[src/hw/rtl/bbc_pkg.sv]
// ----------------------------------------------------------------------------
// bbc_pkg
// Shared constants, codes and types of the bracket balance checker
// ----------------------------------------------------------------------------
package bbc_pkg;

  localparam int STACK_DEPTH_DEF = 1024;
  localparam int MAX_PAIRS       = 4;
  localparam int REG_BYTES       = 4;
  localparam int PAIR_W          = 2;
  localparam int POS_W           = 20;
  localparam int DEPTH_OUT_W     = 11;
  localparam int CFG_IDX_W       = 2;
  localparam int CFG_DATA_W      = 32;
  localparam int Q_DEPTH         = 2;
  localparam int Q_AW            = 1;
  localparam int Q_CW            = 2;

  localparam logic [7:0]       ESC_CHAR = 8'h5C;
  localparam logic [POS_W-1:0] POS_MAX  = 20'hFFFFF;

  localparam logic [1:0] ST_OK       = 2'd0;
  localparam logic [1:0] ST_MISMATCH = 2'd1;
  localparam logic [1:0] ST_OVERFLOW = 2'd2;

  localparam logic [CFG_IDX_W-1:0] REG_OPEN  = 2'd0;
  localparam logic [CFG_IDX_W-1:0] REG_CLOSE = 2'd1;
  localparam logic [CFG_IDX_W-1:0] REG_COUNT = 2'd2;

  typedef struct packed {
    logic                 clear;
    logic                 active;
    logic                 is_close;
    logic                 is_open;
    logic [PAIR_W-1:0]    open_idx;
    logic [REG_BYTES-1:0] close_hit;
    logic [POS_W-1:0]     offset;
  } bbc_item_t;

  typedef struct packed {
    logic       full;
    logic [1:0] err;
  } bbc_stat_t;

endpackage

[src/hw/rtl/bbc_if.sv]


interface bbc_out_if;
  logic                               valid;
  logic                               ready;
  logic [bbc_pkg::DEPTH_OUT_W-1:0]    depth_now;
  logic [bbc_pkg::POS_W-1:0]          char_offset;
  logic [1:0]                         status;
  logic                               balanced;

  modport source (output valid, output depth_now, output char_offset, output status,
                  output balanced, input ready);
  modport sink   (input valid, input depth_now, input char_offset, input status,
                  input balanced, output ready);
endinterface


[src/hw/rtl/bbc_back.sv]
// ----------------------------------------------------------------------------
// bbc_back
// Closer stack with top-of-stack register, error tracking, result register
// ----------------------------------------------------------------------------
module bbc_back #(
  parameter int STACK_DEPTH = bbc_pkg::STACK_DEPTH_DEF
) (
  input  logic                clk,
  input  logic                rst,
  input  logic                q_valid,
  input  bbc_pkg::bbc_item_t  q_item,
  output logic                q_pop,
  bbc_out_if.source           res,
  output bbc_pkg::bbc_stat_t  stat
);

  localparam int DW = $clog2(STACK_DEPTH + 1);
  localparam int AW = $clog2(STACK_DEPTH);
  localparam logic [DW-1:0] FULL = DW'(STACK_DEPTH);

  logic [bbc_pkg::PAIR_W-1:0] mem [STACK_DEPTH];
  logic [DW-1:0]              depth;
  logic [DW-1:0]              depth_next;
  logic [bbc_pkg::PAIR_W-1:0] tos;
  logic [bbc_pkg::PAIR_W-1:0] tos_next;
  logic [1:0]                 err;
  logic [1:0]                 err_next;
  logic                       wr_en;
  logic [DW-1:0]              wr_sum;
  logic [DW-1:0]              rd_sum;
  logic [bbc_pkg::PAIR_W-1:0] rd_q;
  logic                       byp_q;
  logic [bbc_pkg::PAIR_W-1:0] byp_d;
  logic [bbc_pkg::PAIR_W-1:0] second;
  logic                       ovalid;
  logic [DW+10:0]             depth_ext;

  assign q_pop  = q_valid && (!ovalid || res.ready);
  assign second = byp_q ? byp_d : rd_q;

  always_comb begin
    depth_next = depth;
    tos_next   = tos;
    err_next   = err;
    wr_en      = 1'b0;
    if (q_pop) begin
      priority if (q_item.clear) begin
        depth_next = '0;
        err_next   = bbc_pkg::ST_OK;
      end else if (q_item.active && (err == bbc_pkg::ST_OK)) begin
        priority if (q_item.is_close) begin
          if ((depth != '0) && q_item.close_hit[tos]) begin
            depth_next = depth - 1'b1;
            tos_next   = second;
          end else begin
            err_next = bbc_pkg::ST_MISMATCH;
          end
        end else if (q_item.is_open) begin
          if (depth == FULL) begin
            err_next = bbc_pkg::ST_OVERFLOW;
          end else begin
            depth_next = depth + 1'b1;
            tos_next   = q_item.open_idx;
            wr_en      = (depth != '0);
          end
        end else begin
        end
      end else begin
      end
    end
  end

  // entries below the top live in memory, top in tos
  assign wr_sum = depth - 1'b1;
  assign rd_sum = depth_next - DW'(2);

  always_ff @(posedge clk) begin
    if (wr_en) mem[wr_sum[AW-1:0]] <= tos;
    rd_q <= mem[rd_sum[AW-1:0]];
  end

  always_ff @(posedge clk) begin
    if (rst) begin
      depth  <= '0;
      err    <= bbc_pkg::ST_OK;
      byp_q  <= 1'b0;
      ovalid <= 1'b0;
    end else begin
      depth <= depth_next;
      err   <= err_next;
      byp_q <= wr_en;
      if (q_pop) ovalid <= 1'b1;
      else if (res.ready) ovalid <= 1'b0;
    end
  end

  assign depth_ext = {11'b0, depth_next};

  always_ff @(posedge clk) begin
    tos   <= tos_next;
    byp_d <= tos;
    if (q_pop) begin
      res.depth_now   <= depth_ext[bbc_pkg::DEPTH_OUT_W-1:0];
      res.char_offset <= q_item.offset;
      res.status      <= err_next;
      res.balanced    <= (depth_next == '0) && (err_next == bbc_pkg::ST_OK);
    end
  end

  assign res.valid = ovalid;
  assign stat.full = (depth == FULL);
  assign stat.err  = err;

endmodule

[src/flat_wrapper.sv]
// flat-port wrapper written by rule: the top's interface ports become plain ports
module bbc_back_flat 
#(
  parameter int STACK_DEPTH = bbc_pkg::STACK_DEPTH_DEF
)
  (clk, rst, q_valid, q_item, q_pop, stat, res_valid, res_depth_now, res_char_offset, res_status, res_balanced, res_ready);
  bbc_out_if res_i ();
  input  logic clk;
  input  logic rst;
  input  logic q_valid;
  input  bbc_pkg::bbc_item_t q_item;
  output logic q_pop;
  output bbc_pkg::bbc_stat_t stat;
  output wire logic [$bits(res_i.valid)-1:0] res_valid;
  output wire logic [$bits(res_i.depth_now)-1:0] res_depth_now;
  output wire logic [$bits(res_i.char_offset)-1:0] res_char_offset;
  output wire logic [$bits(res_i.status)-1:0] res_status;
  output wire logic [$bits(res_i.balanced)-1:0] res_balanced;
  input wire logic [$bits(res_i.ready)-1:0] res_ready;
  assign res_valid = res_i.valid;
  assign res_depth_now = res_i.depth_now;
  assign res_char_offset = res_i.char_offset;
  assign res_status = res_i.status;
  assign res_balanced = res_i.balanced;
  assign res_i.ready = res_ready;
  bbc_back #(.STACK_DEPTH(STACK_DEPTH)) u_core (.clk(clk), .rst(rst), .q_valid(q_valid), .q_item(q_item), .q_pop(q_pop), .res(res_i), .stat(stat));
endmodule
[config.mk]
export PLATFORM = sky130hd
export DESIGN_NAME = bbc_back_flat
export DESIGN_NICKNAME = d
export VERILOG_FILES = /design/src/hw/rtl/bbc_pkg.sv /design/src/hw/rtl/bbc_if.sv /design/src/hw/rtl/bbc_back.sv /design/src/flat_wrapper.sv
export SDC_FILE = /design/constraint.sdc
export NUM_CORES = 2
export LEC_CHECK = 0
export BUFFER_PORTS_ARGS = -buffer_cell sky130_fd_sc_hd__buf_2
export CAP_MARGIN = 15
export CORE_ASPECT_RATIO = 0.8
export CORE_UTILIZATION = 38
export DETAILED_ROUTE_END_ITERATION = 10
export SLEW_MARGIN = 20
export SYNTH_ARGS = -nofsm -noshare
export SYNTH_HDL_FRONTEND = slang
export SYNTH_SLANG_ARGS = --single-unit
[constraint.sdc]
create_clock -name clk -period 20.2 [get_ports clk]
set_input_delay 2.02 -clock clk [delete_from_list [all_inputs] [get_ports clk]]
set_output_delay 2.02 -clock clk [all_outputs]
set_load 0.005 [all_outputs]
==> impl_metrics.json <==
{
  "period_share": 0.435,
  "antenna_left": 0,
  "cp_num_buf_inv": 5,
  "routed-via-count": 57900,
  "setup_tns_ns": 0,
  "cts_tree": "yes",
  "drt_iter0_drc": 9894,
  "clock_sinks": 2103,
  "synth_enable_flop_cells": 2084,
  "p_seq_frac": 0.524,
  "cts_resized": 0,
  "ios": 73,
  "place_hpwl_um": 157000,
  "die_w_um": 541,
  "die_h_um": 433,
  "place_inst": 9233,
  "fillers": 20800,
  "pre_cts_slack_ns": 10.75,
  "p_per_area_mw_per_mm2": 93.0,
  "netlist.area_leader.share": 0.709,
  "fin_ws_ns": 11.42,
  "rows": 157,
  "viasPerCell": 6.03,
  "cp_data_arrival_time_ns": 9.55,
  "crit-reg2reg-capture": "u_core.rd_q[1]$_DFF_P_",
  "yosysWarningCount": 0,
  "netlist_instances": 6494,
  "grt.total_usage": 0.240,
  "final_cells": 9595,
  "grt_pass1_vias": 54800,
  "p_sw_mw": 2.14,
  "rsz0062_at_grt": "no",
  "synth_area_leaders": "edfxtp_1 (71%), mux4_2 (4.9%), nand2_1 (4.7%)",
  "crit_path_end_kind": "flop",
  "wl_per_cell_um": 29.7,
  "clk_pin_slew_worst_paths_ns": 0.06,
  "hold_buffers": 0,
  "clockPowerShare": 0.407,
  "antenna_found_initial": 21,
  "skew_ns": 0.0319,
  "peakVddDrop_mv": 0.0947,
  "r2r_cells": 17,
  "first_pass_iters": 6,
  "r2r_start": "u_core.depth[1]$_SDFF_PP0_",
  "die_area_sq_mm": 0.234,
  "netlist_area_sq_mm": 0.0882,
  "min_from": "u_core.byp_d[0]$_DFF_P_",
  "grt_first_pass_wirelength_um": 403000,
  "multi_input_area_sq_mm": 0.0230,
  "cts_made_buffers": 193,
  "outcome": "finished, final reports clean",
  "async_reset_ff_frac": 0,
  "finalHoldViolations": 0,
  "swShare": 0.235,
  "layout.nets": 6448,
  "synth_ff_type": "edfxtp_1",
  "hold_path.class": "reg2reg",
  "worstSetupPathType": "reg2reg",
  "grt_max_degree": 230,
  "drive_above_1_share": 0.126,
  "post-route-min-period_ns": 8.78,
  "total_power_mw": 9.11,
  "grt_overflow": 0,
  "yosys.area.top_type": "edfxtp_1",
  "drc": 0,
  "required_ns": 20.97,
  "initial_utilization": 0.384,
  "cts_root_buf": "clkbuf_16",
  "path_cells": "inv_1, ha_1, or4b_4, o41a_1, a22oi_2, o22a_4, buf_12, buf_12, buf_4, buf_4, mux2i_1, a221oi_1, a31oi_1, o21ai_1, a21oi_1, or4_1, a32oi_1",
  "synth_most_common_cell": "edfxtp_1",
  "yosysSeqAreaShare": 0.714,
  "drt_wl_total_um": 285000,
  "p_int_mw": 6.97,
  "slowest_stage": "buf_4",
  "fmax_ghz": 0.114,
  "drv_slew": 0,
  "syn_avg_cell_area_sq_um": 13.6,
  "syn_nets": 6535,
  "whs_path_depth": 2,
  "core_sq_mm": 0.230,
  "startpoint_type": "flop",
  "reg2reg_slack_ns": 11.42,
  "maxCapViolations": 0,
  "clkLatencyLatePin_ns": 0.86,
  "ys_seq_elements": 2103,
  "io_buffer_count": 72,
  "worst_pin_slew_ns": 1.33,
  "slew_headroom": 0.114,
  "synth.distinct_cells": 96,
  "cts_max_level": 4,
  "setup_viol": 0,
  "critical_path.top_delay_family": "compound AO/OA/AOI/OAI gates",
  "clockBufferDepth": 3,
  "p_leak_nw": 31.5,
  "crit_path_max_incr_delay_ns": 0.78,
  "ff_latch_area_sq_mm": 0.0630,
  "post_cts_buffers": 0,
  "min_to": "u_core.tos[0]$_DFFE_PP_",
  "synth_common_cells": "edfxtp_1 (2084), nand2_1 (1103), nor2_1 (1093), nand3_1 (381), clkbuf_1 (246)",
  "gp_congestion": 0.905,
  "worstPathMaxFanout": 118,
  "syn_to_final_growth_pct": 11.0,
  "comb_power_share": 0.069
}
==> cells in the final DEF, fill, tap and decap left out, drive strengths merged, types with 28 or more instances in the layout <==
cell type	count
inv	31
nor2	1093
mux4	193
a32oi	38
clkbuf	242
nand3	382
edfxtp	2084
and3	55
clkinv	89
a211oi	30
o22ai	32
a31oi	85
nand2	1103
mux2i	198
buf	237
nor3	41
o21ai	71
a311oi	28
a21oi	144
a22oi	35
==> power groups by stage <==
stage	clock network [mW]	registers [mW]	logic, mW
CTS	3.72	4.77	0.610
global route	3.89	4.77	0.648
floorplan	0	4.89	0.322
finish	3.70	4.77	0.630
detailed placement	0	4.86	0.608
global placement	0	4.86	0.605
==> area by class of cell <==
cell class	instances	share of cell area
flip-flops and latches	2103	0.643
clock inverters	114	0.0109
well taps	3021	0.0386
diodes	6	0.000153
clock buffers	242	0.0532
inverters	28	0.00132
repair buffers	237	0.0181
multi-input cells	3844	0.235
==> worst reg2reg max path, cell delays in order (launching register included) <==
cell      delay, ns
dfxtp_1        0.44
inv_1          0.24
ha_1           0.37
or4b_4         0.57
o41a_1         0.62
a22oi_2        0.71
o22a_4         0.71
buf_12         0.64
buf_12         0.67
buf_4          1.00
buf_4          0.86
mux2i_1        0.20
a221oi_1       0.33
a31oi_1        0.07
o21ai_1        0.35
a21oi_1        0.19
or4_1          0.56
a32oi_1        0.20
==> state kept, by name, summed over array words and instances, names as in the netlist <==
| signal | cells |
|---|---|
| u_core.res.balanced | 1 |
| u_core.mem | 2048 |
| u_core.byp_d | 2 |
| u_core.res.valid | 1 |
| u_core.rd_q | 2 |
| u_core.res.depth_now | 11 |
| u_core.err | 2 |
| u_core.res.char_offset | 20 |
| u_core.byp_q | 1 |
| u_core.depth | 11 |
| u_core.res.status | 2 |
| u_core.tos | 2 |
==> worst max path at each step <==
stage / depth (start not counted) / slack [ns] / end / from
CTS: 17 / 11.58 / u_core.rd_q[1]$_DFF_P_ / u_core.depth[1]$_SDFF_PP0_
global placement: 17 / 10.90 / u_core.rd_q[1]$_DFF_P_ / q_item[23]
finish: 17 / 11.42 / u_core.rd_q[1]$_DFF_P_ / u_core.depth[1]$_SDFF_PP0_
detailed placement: 16 / 10.75 / u_core.rd_q[1]$_DFF_P_ / q_item[23]
floorplan: 25 / 0.90 / u_core.rd_q[0]$_DFF_P_ / u_core.tos[1]$_DFFE_PP_
global route: 17 / 11.03 / u_core.rd_q[1]$_DFF_P_ / u_core.depth[1]$_SDFF_PP0_
==> per-layer routing <==
| layer | GRT usage | up-vias | routed length, um |
|---|---|---|---|
| li1 | - | 23900 | - |
| met1 | 0.349 | 29500 | 116000 |
| met2 | 0.341 | 3950 | 120000 |
| met3 | 0.0719 | 511 | 39600 |
| met4 | 0.0765 | 8 | 9370 |
| met5 | 0 | - | 42 |
==> stage by stage <==
step / util / hold slack, ns / area, sq um
2_1_floorplan: - / 0.538 / 88200
3_3_place_gp: 0.398 / 0.582 / 91600
3_5_place_dp: 0.399 / 0.605 / 91600
4_1_cts: 0.426 / 0.622 / 97900
5_1_grt: 0.426 / 0.660 / 97900
6_report: 0.426 / 0.621 / 97900
==> kinds of logic after synthesis <==
| logic type | count (synthesis) | synth area share |
|---|---|---|
| DFF | 2103 | 0.714 |
| muxes | 405 | 0.0736 |
| buffers and inverters | 547 | 0.0295 |
| adders and majority gates | 7 | 0.000993 |
| and+or+nand+nor | 2783 | 0.130 |
| AOI/OAI and AO/OA | 640 | 0.0513 |
| xor gates and xnor gates | 9 | 0.00106 |
No activity file was read; power rests on OpenSTA's default activity.
